## src/hdl/kat_pkg.sv

```systemverilog
package kat_pkg;

    localparam int unsigned KeyCount   = 18;
    localparam int unsigned FrameWidth = 10;
    localparam int unsigned TimeWidth  = 16;
    localparam int unsigned CodeWidth  = 4;
    localparam int unsigned CfgIdxWidth = 2;

    // key bit positions in the held mask
    localparam int unsigned KeyW      = 0;
    localparam int unsigned KeyA      = 1;
    localparam int unsigned KeyS      = 2;
    localparam int unsigned KeyD      = 3;
    localparam int unsigned KeySpace  = 4;
    localparam int unsigned KeyEnter  = 5;
    localparam int unsigned KeyBksp   = 6;
    localparam int unsigned KeyTab    = 7;
    localparam int unsigned KeyN1     = 8;
    localparam int unsigned KeyN2     = 9;
    localparam int unsigned KeyN3     = 10;
    localparam int unsigned KeyN4     = 11;
    localparam int unsigned KeyZ      = 12;
    localparam int unsigned KeyShift  = 13;
    localparam int unsigned KeyLeft   = 14;
    localparam int unsigned KeyRight  = 15;
    localparam int unsigned KeyUp     = 16;
    localparam int unsigned KeyDown   = 17;

    // action codes
    localparam logic [CodeWidth-1:0] ActUp       = 4'd0;
    localparam logic [CodeWidth-1:0] ActLeft     = 4'd1;
    localparam logic [CodeWidth-1:0] ActDown     = 4'd2;
    localparam logic [CodeWidth-1:0] ActRight    = 4'd3;
    localparam logic [CodeWidth-1:0] ActSelect   = 4'd4;
    localparam logic [CodeWidth-1:0] ActDeselect = 4'd5;
    localparam logic [CodeWidth-1:0] ActNum1     = 4'd6;
    localparam logic [CodeWidth-1:0] ActNum2     = 4'd7;
    localparam logic [CodeWidth-1:0] ActNum3     = 4'd8;
    localparam logic [CodeWidth-1:0] ActNum4     = 4'd9;
    localparam logic [CodeWidth-1:0] ActConfirm  = 4'd10;
    localparam logic [CodeWidth-1:0] ActNone     = 4'd0;

    // configuration register indexes
    localparam logic [CfgIdxWidth-1:0] CfgRepeatDelay    = 2'd0;
    localparam logic [CfgIdxWidth-1:0] CfgRepeatInterval = 2'd1;
    localparam logic [CfgIdxWidth-1:0] CfgConfirmCool    = 2'd2;

    // reset values of the configuration registers
    localparam logic [TimeWidth-1:0] RepeatDelayReset    = 16'd300;
    localparam logic [TimeWidth-1:0] RepeatIntervalReset = 16'd50;
    localparam logic [TimeWidth-1:0] ConfirmCoolReset    = 16'd1000;

    typedef struct packed {
        logic [KeyCount-1:0]   keys_held;
        logic [FrameWidth-1:0] frame_ms;
    } t_in_word;

    typedef struct packed {
        logic                 action_valid;
        logic [CodeWidth-1:0] action_code;
        logic                 is_undo;
    } t_out_word;

    typedef struct packed {
        logic [TimeWidth-1:0] repeat_delay_ms;
        logic [TimeWidth-1:0] repeat_interval_ms;
        logic [TimeWidth-1:0] confirm_cooldown_ms;
    } t_cfg;

endpackage

```

## src/hdl/kat_cfg.sv

```systemverilog
module kat_cfg (
    input  logic                             i_clk,
    input  logic                             i_rst_n,
    input  logic                             i_cfg_valid,
    input  logic [kat_pkg::CfgIdxWidth-1:0]  i_cfg_index,
    input  logic [kat_pkg::TimeWidth-1:0]    i_cfg_data,
    output kat_pkg::t_cfg                    o_cfg
);
    import kat_pkg::*;

    t_cfg r_cfg;

    always_ff @(posedge i_clk) begin
        if (!i_rst_n) begin
            r_cfg.repeat_delay_ms     <= RepeatDelayReset;
            r_cfg.repeat_interval_ms  <= RepeatIntervalReset;
            r_cfg.confirm_cooldown_ms <= ConfirmCoolReset;
        end else if (i_cfg_valid) begin
            case (i_cfg_index)
                CfgRepeatDelay:    r_cfg.repeat_delay_ms     <= i_cfg_data;
                CfgRepeatInterval: r_cfg.repeat_interval_ms  <= i_cfg_data;
                CfgConfirmCool:    r_cfg.confirm_cooldown_ms <= i_cfg_data;
                default: ;  // unused index, write dropped
            endcase
        end
    end

    assign o_cfg = r_cfg;

endmodule

```

## src/hdl/kat_core.sv

```systemverilog
module kat_core (
    input  logic               i_clk,
    input  logic               i_rst_n,
    input  logic               i_en,
    input  kat_pkg::t_in_word  i_word,
    input  kat_pkg::t_cfg      i_cfg,
    output kat_pkg::t_out_word o_word
);
    import kat_pkg::*;

    logic [KeyCount-1:0]  r_prev_keys;
    logic [TimeWidth-1:0] r_timer;
    logic                 r_repeating;
    logic [TimeWidth-1:0] r_cooldown;

    logic [TimeWidth-1:0] n_timer;
    logic                 n_repeating;
    logic [TimeWidth-1:0] n_cooldown;
    t_out_word            n_word;

    always_comb begin
        logic [KeyCount-1:0]  held;
        logic [KeyCount-1:0]  press;
        logic [TimeWidth:0]   cd_diff;
        logic [TimeWidth-1:0] cd_dec;
        logic [TimeWidth:0]   t_sum;
        logic [TimeWidth-1:0] t_sat;
        logic [TimeWidth-1:0] thr;
        logic                 arrow_held;
        logic [CodeWidth-1:0] held_dir;

        held    = i_word.keys_held;
        press   = held & ~r_prev_keys;
        cd_diff = {1'b0, r_cooldown} - {{(TimeWidth+1-FrameWidth){1'b0}}, i_word.frame_ms};
        cd_dec  = cd_diff[TimeWidth] ? '0 : cd_diff[TimeWidth-1:0];

        t_sum = {1'b0, r_timer} + {{(TimeWidth+1-FrameWidth){1'b0}}, i_word.frame_ms};
        t_sat = t_sum[TimeWidth] ? '1 : t_sum[TimeWidth-1:0];
        thr   = r_repeating ? i_cfg.repeat_interval_ms : i_cfg.repeat_delay_ms;

        arrow_held = held[KeyLeft] | held[KeyRight] | held[KeyUp] | held[KeyDown];
        if (held[KeyLeft])       held_dir = ActLeft;
        else if (held[KeyRight]) held_dir = ActRight;
        else if (held[KeyUp])    held_dir = ActUp;
        else                     held_dir = ActDown;

        n_timer     = r_timer;
        n_repeating = r_repeating;
        n_cooldown  = cd_dec;
        n_word      = '{action_valid: 1'b1, action_code: ActNone, is_undo: 1'b0};

        if (press[KeyW]) begin
            n_word.action_code = ActUp;
        end else if (press[KeyA]) begin
            n_word.action_code = ActLeft;
        end else if (press[KeyS]) begin
            n_word.action_code = ActDown;
        end else if (press[KeyD]) begin
            n_word.action_code = ActRight;
        end else if (press[KeySpace] | press[KeyEnter]) begin
            n_word.action_code = ActSelect;
        end else if (press[KeyBksp] | press[KeyTab]) begin
            n_word.action_code = ActDeselect;
        end else if (press[KeyN1]) begin
            n_word.action_code = ActNum1;
        end else if (press[KeyN2]) begin
            n_word.action_code = ActNum2;
        end else if (press[KeyN3]) begin
            n_word.action_code = ActNum3;
        end else if (press[KeyN4]) begin
            n_word.action_code = ActNum4;
        end else if (press[KeyZ]) begin
            n_word.is_undo = 1'b1;
        end else if (press[KeyShift] && (cd_dec == '0)) begin
            n_cooldown         = i_cfg.confirm_cooldown_ms;
            n_word.action_code = ActConfirm;
        end else if (press[KeyLeft] | press[KeyRight] | press[KeyUp] | press[KeyDown]) begin
            n_timer     = '0;
            n_repeating = 1'b0;
            if (press[KeyLeft])       n_word.action_code = ActLeft;
            else if (press[KeyRight]) n_word.action_code = ActRight;
            else if (press[KeyUp])    n_word.action_code = ActUp;
            else                      n_word.action_code = ActDown;
        end else if (arrow_held) begin
            if (t_sat >= thr) begin
                n_timer            = '0;
                n_repeating        = 1'b1;
                n_word.action_code = held_dir;
            end else begin
                n_timer             = t_sat;
                n_word.action_valid = 1'b0;
            end
        end else begin
            n_timer             = '0;
            n_repeating         = 1'b0;
            n_word.action_valid = 1'b0;
        end
    end

    always_ff @(posedge i_clk) begin
        if (!i_rst_n) begin
            r_prev_keys <= '0;
            r_timer     <= '0;
            r_repeating <= 1'b0;
            r_cooldown  <= '0;
        end else if (i_en) begin
            r_prev_keys <= i_word.keys_held;
            r_timer     <= n_timer;
            r_repeating <= n_repeating;
            r_cooldown  <= n_cooldown;
        end
    end

    assign o_word = n_word;

endmodule

```

## src/hdl/key_action_typematic_repeat.sv

```systemverilog
// Flow: a word accepted into the input register is decoded by the core and moves on
//   to the output register when that slot is free or being drained; o_valid then rises.
// Throughput: one word per cycle without sink stalls; decode is one pass of compare/add.
// Reset (i_rst_n low, synchronous): pipeline empties, key history, repeat timer and
//   confirm cooldown clear, config registers return to 300 / 50 / 1000 ms.
module key_action_typematic_repeat (
    input  logic                             i_clk,
    input  logic                             i_rst_n,
    // input channel
    input  logic                             i_valid,
    output logic                             o_stall,
    input  kat_pkg::t_in_word                i_data,
    // output channel
    output logic                             o_valid,
    input  logic                             i_stall,
    output kat_pkg::t_out_word               o_data,
    // config write channel
    input  logic                             i_cfg_valid,
    output logic                             o_cfg_ready,
    input  logic [kat_pkg::CfgIdxWidth-1:0]  i_cfg_index,
    input  logic [kat_pkg::TimeWidth-1:0]    i_cfg_data
);
    import kat_pkg::*;

    // Input register: holds the accepted word while the core decodes it.
    logic      r_in_vld;
    t_in_word  r_in;
    // Output register: decoded word waiting for the sink.
    logic      r_out_vld;
    t_out_word r_out;

    t_cfg      cfg;
    t_out_word dec_word;
    logic      advance;

    // The word in the input register moves on when the output slot is free or
    // is being drained this cycle; core state commits exactly then.
    assign advance = r_in_vld & (~r_out_vld | ~i_stall);
    assign o_stall = r_in_vld & ~advance;

    // Config always writable; software must only write while the block is idle (unchecked).
    assign o_cfg_ready = 1'b1;

    kat_cfg u_cfg (
        .i_clk       (i_clk),
        .i_rst_n     (i_rst_n),
        .i_cfg_valid (i_cfg_valid),
        .i_cfg_index (i_cfg_index),
        .i_cfg_data  (i_cfg_data),
        .o_cfg       (cfg)
    );

    kat_core u_core (
        .i_clk   (i_clk),
        .i_rst_n (i_rst_n),
        .i_en    (advance),
        .i_word  (r_in),
        .i_cfg   (cfg),
        .o_word  (dec_word)
    );

    always_ff @(posedge i_clk) begin
        if (!i_rst_n) begin
            r_in_vld  <= 1'b0;
            r_out_vld <= 1'b0;
        end else begin
            // input side: load on accept, empty when moved on with nothing new
            if (i_valid & ~o_stall) begin
                r_in_vld <= 1'b1;
            end else if (advance) begin
                r_in_vld <= 1'b0;
            end
            // output side: fill from the core, empty when the sink takes it
            if (advance) begin
                r_out_vld <= 1'b1;
            end else if (~i_stall) begin
                r_out_vld <= 1'b0;
            end
        end
    end

    // payload registers, no reset needed
    always_ff @(posedge i_clk) begin
        if (i_valid & ~o_stall) begin
            r_in <= i_data;
        end
        if (advance) begin
            r_out <= dec_word;
        end
    end

    assign o_valid = r_out_vld;
    assign o_data  = r_out;

endmodule

```

## config.mk

```make
export PLATFORM = sky130hd
export DESIGN_NAME = key_action_typematic_repeat
export DESIGN_NICKNAME = d
export VERILOG_FILES = /design/src/hdl/kat_pkg.sv /design/src/hdl/kat_cfg.sv /design/src/hdl/kat_core.sv /design/src/hdl/key_action_typematic_repeat.sv
export SDC_FILE = /design/constraint.sdc
export NUM_CORES = 1
export LEC_CHECK = 0
export ABC_AREA = 1
export BUFFER_PORTS_ARGS = -buffer_cell sky130_fd_sc_hd__buf_2
export CAP_MARGIN = 20
export CORE_MARGIN = 10
export CORE_UTILIZATION = 65
export CTS_CLUSTER_SIZE = 8
export DETAILED_ROUTE_END_ITERATION = 16
export GPL_TIMING_DRIVEN = 1
export PLACE_DENSITY_LB_ADDON = 0.15
export SLEW_MARGIN = 20
export SYNTH_ARGS = -nofsm -noshare
export SYNTH_HDL_FRONTEND = slang
export SYNTH_SLANG_ARGS = --single-unit
```

## constraint.sdc

```tcl
create_clock -name i_clk -period 6.4 [get_ports i_clk]
set_input_delay 0.32 -clock i_clk [delete_from_list [all_inputs] [get_ports i_clk]]
set_output_delay 0.32 -clock i_clk [all_outputs]
set_load 0.05 [all_outputs]
```

Word level (Yosys, flattened, before mapping). Index checks and enable logic that the tools add are counted.

Flip-flop bits (word level): 135. Output and inout bits: 9.

Add/subtract/negate cells: 2. $lt $le $gt $ge: 1. Eq/ne operators: 4. Muxes and demuxes: 48. Bitwise gates (word level): 30. Reduce and logical (&&, ||, !) cells: 14.

Operators with widths (count): $mux 16 (18); $mux 4 (11); $and 18x18->18 (1); $not 18->18 (1); $add 16x10->17 (1); $sub 16x10->17 (1); $ge 16x16->1 (1); $logic_not 16->1 (1); $not 1->1 (16); $reduce_and 14->1 (1); $reduce_and 13->1 (1); $reduce_or 13->1 (1); $mux 3 (4); $mux 1 (11); $reduce_or 10->1 (1); $or 1x1->1 (9); $mux 2 (4); $reduce_or 8->1 (1); $reduce_and 2->1 (3); $reduce_or 4->1 (1); $and 1x1->1 (3); $ne 3x3->1 const B (1); $eq 2x1->1 const B (1); $eq 2x2->1 const B (1); 5 further kinds (5).

Longest topological paths before layout. Gate-level depths: netlist (run 1).

Depth after elaboration: 17. Gate-level depth with buffers: 33. Gate-level depth less buffers: 33.

By module. Synthesis (run 1) repeated with hierarchy kept, for this count alone.

Cells, all modules: 1071. Area, all modules: 7747.4 um^2.

By module, submodules not included: kat_core (times used 1, cells each 734, area an instance 4581.9 um^2, sequential area each 1021.0 um^2); kat_cfg (times used 1, cells each 288, area an instance 2038.2 um^2, sequential area each 960.9 um^2); key_action_typematic_repeat (times used 1, cells each 49, area an instance 1127.3 um^2, sequential area each 1061.0 um^2).

Least setup slack after synthesis (run 1). No wires, ideal clock.

Path type: flip-flop to flip-flop. Start: register r_in[0] in the netlist's numbering. End: register u_core.r_timer[14]. Setup time: 0.070 ns. Arrival: 3.857 ns. Required time: 6.330 ns. Slack: 2.473 ns. Stages on the path, launching flop included: 27. Buffers on the path: 1. Clock period less this slack: 3.927 ns. Path through: edfxtp_1 -> ha_1 -> fa_1 -> nand2_1 -> inv_1 -> nor2_1 -> o21bai_1 -> nand2_1 -> o211ai_1 -> a21oi_1 -> o21ai_1 -> nand3_1 -> nor2_2 -> inv_2 -> nand2_1 -> ha_1 -> a21o_1 -> o21ba_2 -> nand2_1 -> nand2_1 -> nand3_1 -> inv_1 -> nand2_1 -> inv_1 -> buf_1 -> nand2_1 -> a21oi_1.

Cells in the longest elaborated chain, start to end: 6. Elaborated cells on any way between the ends: 12. Those cells by class: 2 x add/sub; 1 x order compare; 5 x mux; 1 x bitwise; 3 x reduce/logical.

Ends and longest elaborated chain: from (decl) (line key_action_typematic_repeat.sv:27) `t_in_word r_in;`; from (signal assigned) (line key_action_typematic_repeat.sv:85) `r_in <= i_data;`; $add 16x10->17 or $sub 16x10->17 (tied branches) (line kat_core.sv:37, kat_core.sv:34); $mux 16 (on tied branches) (line kat_core.sv:38, kat_core.sv:35); $ge 16x16->1 or $logic_not 16->1 (tied branches) (line kat_core.sv:85, kat_core.sv:74); $mux 16 or $logic_and 1x1->1 (tied branches) (line kat_core.sv:85, kat_core.sv:74); $mux 16 or $not 1->1 (tied branches); $mux 16 or $reduce_and 13->1 (tied branches); to (signal assigned) (line kat_core.sv:108) `r_timer <= n_timer;`; to (decl) (line kat_core.sv:12) `logic [TimeWidth-1:0] r_timer;`.

Several ways; a longest one is shown, not always the timed one. A chain may end at the register's enable or synchronous reset.

Worst setup path after layout (run 1).
Start: register r_in[2] in the netlist's numbering. End: register u_core.r_timer[0].

The elaborated chain is that of the path after synthesis.

==> metrics.csv, run 1 <==
metric,value,unit
status,completed,
r2r_slack,1890,ps
drive_above_1_share,0.148,
vias,6661,
worstSetupPathType,register to register,
worst_pin_slew,929,ps
hold_depth,1,
finalHoldViolations,0,
synth.largest_area_cell,dfxtp_1,
grt_start_max_net_pins,87,
first_pass_iters,6,
grt_pass1_vias,6062,
finalSetupViolations,0,
fin_area,8290,um^2
cts_root_buf,clkbuf_16,
worst-path-buf-inv,4,
n_antenna_cell,0,
p_leak,0.00385,uW
dp_hpwl,13000,um
peakVddDrop,0.282,mV
ys_top_cells_by_area,"dfxtp_1 (27%), edfxtp_1 (14%), nand2_1 (9.9%)",
dr.first_iter.drc_count,613,
period_share,0.705,
crit_top_cell,nand2_1,
slew_violations,0,
crit_path_end_kind,register,
core_area,11000,um^2
syn2layout_area_growth,11.8,%
reg2reg_depth,24,
synthFlopType,dfxtp_1,
cts_buffers,17,
worstHoldStart,i_data[24],
syn-num-nets,1064,
hp-class,input port to register,
synth_warnings,0,
cpMaxStageDelayCell,inv_1,
htree_levels,4,
min_to,r_in[24],
clock_latency,430,ps
port_buffers,58,
ys_seq_elements,135,
cts_tree,built,
cpPeakStageDelay,480,ps
grt_setup_unrepaired,no,
grt.total_usage,0.224,
r2r_end,u_core.r_timer[0],
fmax,222,MHz
die_height,127,um
whs,66.7,ps
crit_chain,"ha_1, nand2_1, inv_1, nor2_1, o21bai_1, nand2_1, o211ai_1, a21oi_1, o21ai_1, nand3_1, nor2_2, inv_2, nand2_1, ha_1, a21o_1, o21ba_2, nand2_1, nand2_1, nand3_1, inv_1, nand2_1, inv_1, o21ai_0, a21oi_1",
num_rows,38,
nNetsFinal,1112,
cts_setup_buffers,0,
final.setup.tns,0,ps
p_per_area,274,nW/um^2
clk_path_buf_depth,2,
path_delay_family,compound AO/OA/AOI/OAI gates,
yosysSeqAreaShare,0.410,
synthesis.area,7420,um^2
total_power,2280,uW
dieArea,16100,um^2
crit_fanout,16,
ioPinCount,60,
ant_nets,0,
layout_commonest_cell,nand2_1,
synth_area_per_cell,7.61,um^2
routed_wl,18200,um
drv_cap,0,
max-slew-margin-rel,0.380,
gp_congestion,0.919,
ys_types,50,
via_per_inst,5.66,
synth_top_cell_area_share,0.272,
synth-edff-count,34,
startpoint_type,register,
critPathRequiredTime,6750,ps
cts.sinks,135,
initial_core_util,0.673,
remaining_drc_errors,0,
cts_resized,0,
clock-skew-final,7.60,ps
fin_crit,4510,ps
final_cell_mix,"nand2_1 (196), nor2_1 (130), inv_1 (106), dfxtp_1 (101), o21ai_0 (80)",
die-width,127,um
ys_async_sr_fraction,0,
cp.arrival,4870,ps
grt_pass1_wl,29600,um
postCtsHoldBufs,0,
wl_per_cell,15.4,um
placed_cell_area,7730,um^2
grt_antenna_before_repair,0,
clkTransAtPathRegs,60,ps
overflow,0,
syn_inst,975,
reg2reg_from,r_in[2],
[synthesized netlist by cell type (3+ instances only)]
cell	number
nand2_2	8
xor2_1	7
clkinv_1	3
nand3_1	50
dfxtp_1	101
nor3_1	10
nor2_2	4
or2_2	6
o21ai_1	9
nand3_2	3
inv_1	107
nand4_1	8
buf_6	4
a31oi_1	6
ha_1	36
o211ai_2	10
edfxtp_1	34
mux2i_1	14
nand2_1	196
inv_2	4
o211ai_1	4
a21oi_1	66
o21ai_0	80
nand3b_1	3
nor2_4	3
nor2_1	131
a21oi_2	15
clkbuf_1	22
[state kept, by name (all words and copies together), names as in the netlist, 6 cells and up]
signal,cells
u_cfg.o_cfg,48
r_in,28
u_core.r_prev_keys,18
o_data,6
u_core.r_timer,16
u_core.r_cooldown,16
[area by class of cell]
| class | instances | area [um^2] |
|---|---|---|
| Fill cell | 833 | 2740 |
| Inverter | 115 | 434 |
| Clock buffer | 19 | 433 |
| Clock inverter | 13 | 98.8 |
| Multi-Input combinational cell | 693 | 3780 |
| Timing Repair Buffer | 61 | 333 |
| Sequential cell | 135 | 3040 |
| Tap cell | 140 | 175 |
[cells by family (layout without fill, tap and decap cells)]
kind of cell	Yosys count	count (layout)	synth area share
and+or+nand+nor	430	430	0.252
AOI/OAI and AO/OA	201	201	0.160
buffers and inverters	147	208	0.0821
DFF	135	135	0.410
adders and majority gates	38	38	0.0661
muxes	14	14	0.0189
xor gates and xnor gates	9	9	0.0106
other	1	1	0.000505
[metal layers]
metal / part of all wire / up-vias / global-route usage / wire [um]
met2: 0.45 / 266 / 0.337 / 8120
met3: 0.069 / 31 / 0.0608 / 1250
met5: 0 / - / 0 / 0
li1: - / 3321 / - / -
met4: 0.013 / 0 / 0.0576 / 243
met1: 0.47 / 3043 / 0.310 / 8540
[power by group]
part	leakage (uW)	total [uW]	switching [uW]	internal, uW
registers	0.00116	954	31.1	923
logic	0.00244	428	282	146
clock network	0.000250	893	395	498
[per-stage QoR]
| stage | instances | utilization | worst slack [ps] |
|---|---|---|---|
| floorplan | 975 | - | 2470 |
| global placement | 1143 | 0.701 | 2190 |
| detailed placement | 1143 | 0.701 | 2030 |
| CTS | 1175 | 0.749 | 1950 |
| global route | 1176 | 0.752 | 1410 |
| finish | 1176 | 0.752 | 1890 |
[worst max path at each step]
stage                     startpoint                  to  slack (ps)  cells after the start
final                        r_in[2]   u_core.r_timer[0]        1890                     24
after CTS                    r_in[0]   u_core.r_timer[0]        1950                     25
after global routing         r_in[0]   u_core.r_timer[0]        1410                     24
after floorplan              r_in[0]  u_core.r_timer[14]        2470                     26
after detailed placement     r_in[2]   u_core.r_timer[0]        2030                     24
after global placement       r_in[0]   u_core.r_timer[0]        2190                     25
No activity file was read; power rests on OpenSTA's default activity.
==> inputs of run 2 (changes only) <==
--- a/config.mk
+++ b/config.mk
@@ -9,7 +9,7 @@
 export BUFFER_PORTS_ARGS = -buffer_cell sky130_fd_sc_hd__buf_2
 export CAP_MARGIN = 20
 export CORE_MARGIN = 10
-export CORE_UTILIZATION = 65
+export CORE_UTILIZATION = 55
 export CTS_CLUSTER_SIZE = 8
 export DETAILED_ROUTE_END_ITERATION = 16
 export GPL_TIMING_DRIVEN = 1
==> constraint.sdc (replaced) <==
create_clock -name i_clk -period 4.15 [get_ports i_clk]
set_input_delay 0.2075 -clock i_clk [delete_from_list [all_inputs] [get_ports i_clk]]
set_output_delay 0.2075 -clock i_clk [all_outputs]
set_load 0.05 [all_outputs]
==> run 2 against run 1 <==
Effect of this change:
- first-iteration DRC count increased by 14%
- final cell count grew 6.8%
- design area rose by 8.5%
- sequential cell count unchanged
- maximum frequency up 11%
- sequential share of layout area down 2.9 points
- power up 59%
- non-clock buffer count is 44 higher
- utilization is 7.2 points lower
- via count is 0.99% higher
- count of clock-buffer cells in the layout down 1
- critical path type unchanged
- largest power group unchanged
==> metrics.csv, run 2 (same netlist as run 1, synthesis figures left out) <==
metric,value,unit,change
n_antenna_cell,0,,unchanged
crit_path_end_kind,register,,unchanged
r2r_end,o_data[2],,was u_core.r_timer[0]
grt_antenna_before_repair,0,,unchanged
wl_per_cell,15.6,um,was 15.4 um
routed_wl,19600,um,was 18200 um
hp-class,input port to register,,unchanged
cts.sinks,135,,unchanged
ioPinCount,60,,unchanged
dieArea,18500,um^2,was 16100 um^2
min_to,u_cfg.o_cfg[40],,was r_in[24]
first_pass_iters,7,,was 6
cts_root_buf,clkbuf_16,,unchanged
fin_area,9000,um^2,was 8290 um^2
slew_violations,0,,unchanged
reg2reg_depth,26,,was 24
startpoint_type,register,,unchanged
dp_hpwl,13300,um,was 13000 um
initial_core_util,0.560,,was 0.673
layout_commonest_cell,nand2_1,,unchanged
p_leak,0.00408,uW,was 0.00385 uW
drive_above_1_share,0.190,,was 0.148
reg2reg_from,r_in[0],,was r_in[2]
status,completed,,unchanged
nNetsFinal,1156,,was 1112
syn2layout_area_growth,21.2,%,was 11.8%
core_area,13200,um^2,was 11000 um^2
num_rows,42,,was 38
final_cell_mix,"nand2_1 (189), nor2_1 (130), inv_1 (103), dfxtp_1 (100), o21ai_0 (75)",,"was nand2_1 (196), nor2_1 (130), inv_1 (106), dfxtp_1 (101), o21ai_0 (80)"
ant_nets,0,,unchanged
clock-skew-final,10.1,ps,was 7.60 ps
fin_crit,4080,ps,was 4510 ps
grt_pass1_vias,6253,,was 6062
clk_path_buf_depth,2,,unchanged
cp.arrival,4350,ps,was 4870 ps
grt_start_max_net_pins,86,,was 87
worst_pin_slew,957,ps,was 929 ps
htree_levels,4,,unchanged
p_per_area,403,nW/um^2,was 274 nW/um^2
gp_congestion,0.893,,was 0.919
r2r_slack,70,ps,was 1890 ps
cts_tree,built,,unchanged
drv_cap,0,,unchanged
max-slew-margin-rel,0.360,,was 0.380
vias,6727,,was 6661
finalSetupViolations,0,,unchanged
die-width,136,um,was 127 um
clock_latency,430,ps,about the same
critPathRequiredTime,4430,ps,was 6750 ps
largest_register_ffs,48,,unchanged
via_per_inst,5.36,,was 5.66
fmax,245,MHz,was 222 MHz
worstSetupPathType,register to register,,unchanged
die_height,136,um,was 127 um
dr.first_iter.drc_count,697,,was 613
whs,37.8,ps,was 66.7 ps
finalHoldViolations,0,,unchanged
remaining_drc_errors,0,,unchanged
worstHoldStart,i_cfg_data[8],,was i_data[24]
port_buffers,58,,unchanged
cts_buffers,17,,unchanged
hold_depth,3,,was 1
overflow,0,,unchanged
final.setup.tns,0,ps,unchanged
period_share,0.982,,was 0.705
crit_fanout,4,,was 16
total_power,3620,uW,was 2280 uW
grt_pass1_wl,31400,um,was 29600 um
grt.total_usage,0.212,,was 0.224
placed_cell_area,7850,um^2,was 7730 um^2
grt_setup_unrepaired,yes,,was no
peakVddDrop,0.388,mV,was 0.282 mV
clkTransAtPathRegs,60,ps,about the same
==> run 2: changes by cell type in the layout (fill, tap and decap cells not counted), moves of 4 or more <==
cell	delta
dlygate4sd3_1	+28
buf_4	+12
ha_1	-10
ha_4	+9
nand2_1	-7
a21oi_1	-6
a21oi_2	+6
nand2_2	+6
o21ai_0	-5
nand3_1	-4
nand3_2	+4
o21ai_1	+4
==> run 2: through the flow <==
| stage | setup slack, ps | utilization | instances |
|---|---|---|---|
| finish | 74.8 | 0.679 | 1256 |
| global route | -216 | 0.679 | 1256 |
| CTS | 28.3 | 0.658 | 1248 |
| detailed placement | -59.1 | 0.593 | 1187 |
| global placement | 64.5 | 0.593 | 1187 |
| floorplan | 223 | - | 975 |
==> run 2: metal layers <==
metal  share of wire  up-vias  global-route usage
met2            0.46      189               0.325
li1                -     3402                   -
met3           0.062       13              0.0498
met1            0.47     3123               0.293
met5               0        -                   0
met4          0.0084        0              0.0533
==> run 2: cell type report <==
class                   instances  area, um^2
clock inverters                14         124
clock buffers                  18         429
inverters                     115         439
fillers                      1139        4250
flip-flops and latches        135        3040
multi-input cells             693        3990
well taps                     176         220
repair buffers                105         754
==> run 2: repair_timing <==
item	in CTS	in global routing
hold buffers	28	0
gates cloned	0	1
gates resized for setup	3	47
setup buffers	1	7
pin swaps	0	22
endpoints found under the hold margin	28	0
setup endpoints to repair	5	19
==> run 2: worst max path at each step <==
| stage | from | end | slack [ps] | cells past startpoint |
|---|---|---|---|---|
| global route | r_in[0] | o_data[1] | -220 | 34 |
| CTS | r_in[0] | o_data[1] | 30 | 32 |
| floorplan | r_in[0] | u_core.r_timer[14] | 220 | 26 |
| detailed placement | r_in[0] | o_data[1] | -60 | 32 |
| finish | r_in[0] | o_data[2] | 70 | 26 |
| global placement | r_in[0] | o_data[1] | 60 | 32 |
==> run 2: where the power goes <==
part	internal, uW	leakage (uW)	switching, uW
Sequential	1420	0.00116	49.5
Combinational	263	0.00267	454
Clock	826	0.000260	606
Total	2510	0.00408	1110
==> run 2: critical path, stage by stage (launching register included) <==
cell	delay, ps
edfxtp_1	430
ha_4	190
fa_2	350
nand2_2	70
inv_2	30
nor2_1	90
o21bai_1	90
nand2_1	80
o211ai_1	130
a21oi_1	220
o21ai_2	100
nand3_2	130
nor2_4	80
buf_4	140
nor2_1	110
inv_1	90
ha_1	280
nand2_1	70
nor3_2	240
nand3_1	130
nand3_2	140
buf_4	120
buf_6	90
o2111ai_1	100
a31oi_1	200
o21ai_0	90
a31oi_1	140
==> inputs of run 3 (changes only) <==
--- a/config.mk
+++ b/config.mk
@@ -13,7 +13,8 @@
 export CTS_CLUSTER_SIZE = 8
 export DETAILED_ROUTE_END_ITERATION = 16
 export GPL_TIMING_DRIVEN = 1
-export PLACE_DENSITY_LB_ADDON = 0.15
+export PLACE_DENSITY = 0.85
+export RECOVER_POWER = 25
 export SLEW_MARGIN = 20
 export SYNTH_ARGS = -nofsm -noshare
 export SYNTH_HDL_FRONTEND = slang
==> run 3 against run 2 <==
Effect of this change:
- clock power rose by 5%
- combinational power is 2.9% higher
- first-iteration DRC count grew 14%
- global-route usage increased by 0.29 points
- critical endpoint is now o_data[1]
- sequential power is essentially flat
- clock skew decreased by 3.9 ps
- the run now ends with negative setup slack left
==> metrics.csv, run 3 (same netlist as run 1, synthesis figures left out) <==
metric,value,unit,change
htree_levels,4,,unchanged
clock-skew-final,6.12,ps,was 10.1 ps
crit_top_cell,nand2_1,,
worst-path-buf-inv,2,,was 5
dp_cells,1186,,was 1187
cts_buffers,17,,unchanged
drive_above_1_share,0.203,,was 0.190
r2r_end,o_data[1],,was o_data[2]
slew_violations,0,,unchanged
nNetsFinal,1162,,was 1156
cts_tree,built,,unchanged
num_rows,42,,unchanged
grt_pass1_wl,31900,um,was 31400 um
finalHoldViolations,0,,unchanged
final.setup.tns,-446,ps,was 0 ps
status,"complete, but fails checks",,was completed
first_pass_iters,7,,unchanged
cts_root_buf,clkbuf_16,,unchanged
remaining_drc_errors,0,,unchanged
worst-path-stages,31,,was 26
routed_wl,21500,um,was 19600 um
largest_register_ffs,48,,unchanged
core_area,13200,um^2,unchanged
ioPinCount,60,,unchanged
die-width,136,um,unchanged
layout_commonest_cell,nand2_1,,unchanged
total_power,3710,uW,was 3620 uW
syn2layout_area_growth,23.3,%,was 21.2%
overflow,0,,unchanged
cp.arrival,4520,ps,was 4350 ps
critPathRequiredTime,4440,ps,was 4430 ps
grt_pass1_vias,6450,,was 6253
initial_core_util,0.560,,unchanged
dp_hpwl,13300,um,about the same
worst_pin_slew,854,ps,was 957 ps
n_antenna_cell,0,,unchanged
max-slew-margin-rel,0.430,,was 0.360
fin_crit,4240,ps,was 4080 ps
r2r_slack,-90,ps,was 70 ps
whs,60.2,ps,was 37.8 ps
crit_path_end_kind,register,,unchanged
startpoint,r_in[3],,was r_in[0]
fin_cells,1262,,was 1256
cpPeakStageDelay,410,ps,was 430 ps
worstHoldStart,i_cfg_data[1],,was i_cfg_data[8]
gp_congestion,0.927,,was 0.893
cpMaxStageDelayCell,edfxtp_1,,unchanged
ant_nets,0,,unchanged
reg2reg_depth,31,,was 26
vias,7105,,was 6727
clkTransAtPathRegs,60,ps,about the same
crit_fanout,3,,was 4
reg2reg_from,r_in[3],,was r_in[0]
p_per_area,406,nW/um^2,was 403 nW/um^2
startpoint_type,register,,unchanged
via_per_inst,5.63,,was 5.36
die_height,136,um,unchanged
clock_latency,430,ps,about the same
port_buffers,58,,unchanged
dieArea,18500,um^2,unchanged
grt.total_usage,0.215,,was 0.212
clk_path_buf_depth,2,,unchanged
period_share,1.02,,was 0.982
dr.first_iter.drc_count,797,,was 697
fmax,236,MHz,was 245 MHz
hold_depth,3,,unchanged
hp-class,input port to register,,unchanged
grt_antenna_before_repair,0,,unchanged
final_cell_mix,"nand2_1 (186), nor2_1 (128), inv_1 (104), dfxtp_1 (101), o21ai_0 (76)",,"was nand2_1 (189), nor2_1 (130), inv_1 (103), dfxtp_1 (100), o21ai_0 (75)"
peakVddDrop,0.311,mV,was 0.388 mV
min_to,u_cfg.o_cfg[17],,was u_cfg.o_cfg[40]
path_delay_family,simple AND/OR/NAND/NOR gates,,unchanged
p_leak,0.00411,uW,was 0.00408 uW
setup_slack,-86.4,ps,was 74.8 ps
cts.sinks,135,,unchanged
grt_start_max_net_pins,87,,was 86
drv_cap,0,,unchanged
worstSetupPathType,register to register,,unchanged
violations,negative setup slack,,
grt_setup_unrepaired,yes,,unchanged
wl_per_cell,17.1,um,was 15.6 um
finalSetupViolations,12,,was 0
==> run 3: power by group <==
part | internal (uW) | switching, uW
Clock | 890 | 609
Sequential | 1420 | 50.0
Combinational | 265 | 473
Total | 2580 | 1130
==> run 3: worst max-delay path by stage <==
stage                         end  slack (ps)
6_report                o_data[1]         -90
3_3_place_gp            o_data[1]          50
3_5_place_dp            o_data[1]         -70
5_1_grt                 o_data[1]        -320
4_1_cts                 o_data[1]          40
2_1_floorplan  u_core.r_timer[14]         220
==> run 3: area by class of cell <==
class                   instances  area, um^2
clock buffers                  18         429
repair buffers                111         781
fillers                       979        4090
clock inverters                14         150
well taps                     176         220
flip-flops and latches        135        3040
multi-input cells             693        4090
inverters                     115         437
==> run 3: worst register-to-register path, delay by kind of cell (launching register included) <==
family,cells,cell delay [ps]
simple gates,21,1920
compound gates,6,960
fa+ha+maj,2,660
flops,1,410
buf+inv,2,140
==> run 3: through the flow <==
step | setup WS [ps] | cell area (um^2) | util
final | -86.4 | 9150 | 0.691
after global routing | -318 | 9150 | 0.691
after CTS | 41.7 | 8720 | 0.659
after detailed placement | -71.2 | 7840 | 0.592
after global placement | 50.0 | 7840 | 0.592
after floorplan | 223 | 7420 | -
==> run 3: routing by layer <==
metal / vias to the layer above / wire length (um) / GRT usage
met5: - / 0 / 0
met1: 3260 / 9020 / 0.271
met2: 361 / 9940 / 0.344
met3: 64 / 1850 / 0.0528
li1: 3420 / - / -
met4: 0 / 723 / 0.0882
==> run 3: what timing repair did <==
action	in CTS	in global routing
gates resized for setup	5	63
setup endpoints to repair	3	19
gates cloned	0	1
hold buffers	28	0
endpoints found under the hold margin	28	0
pin swaps	0	33
buffers inserted	0	15
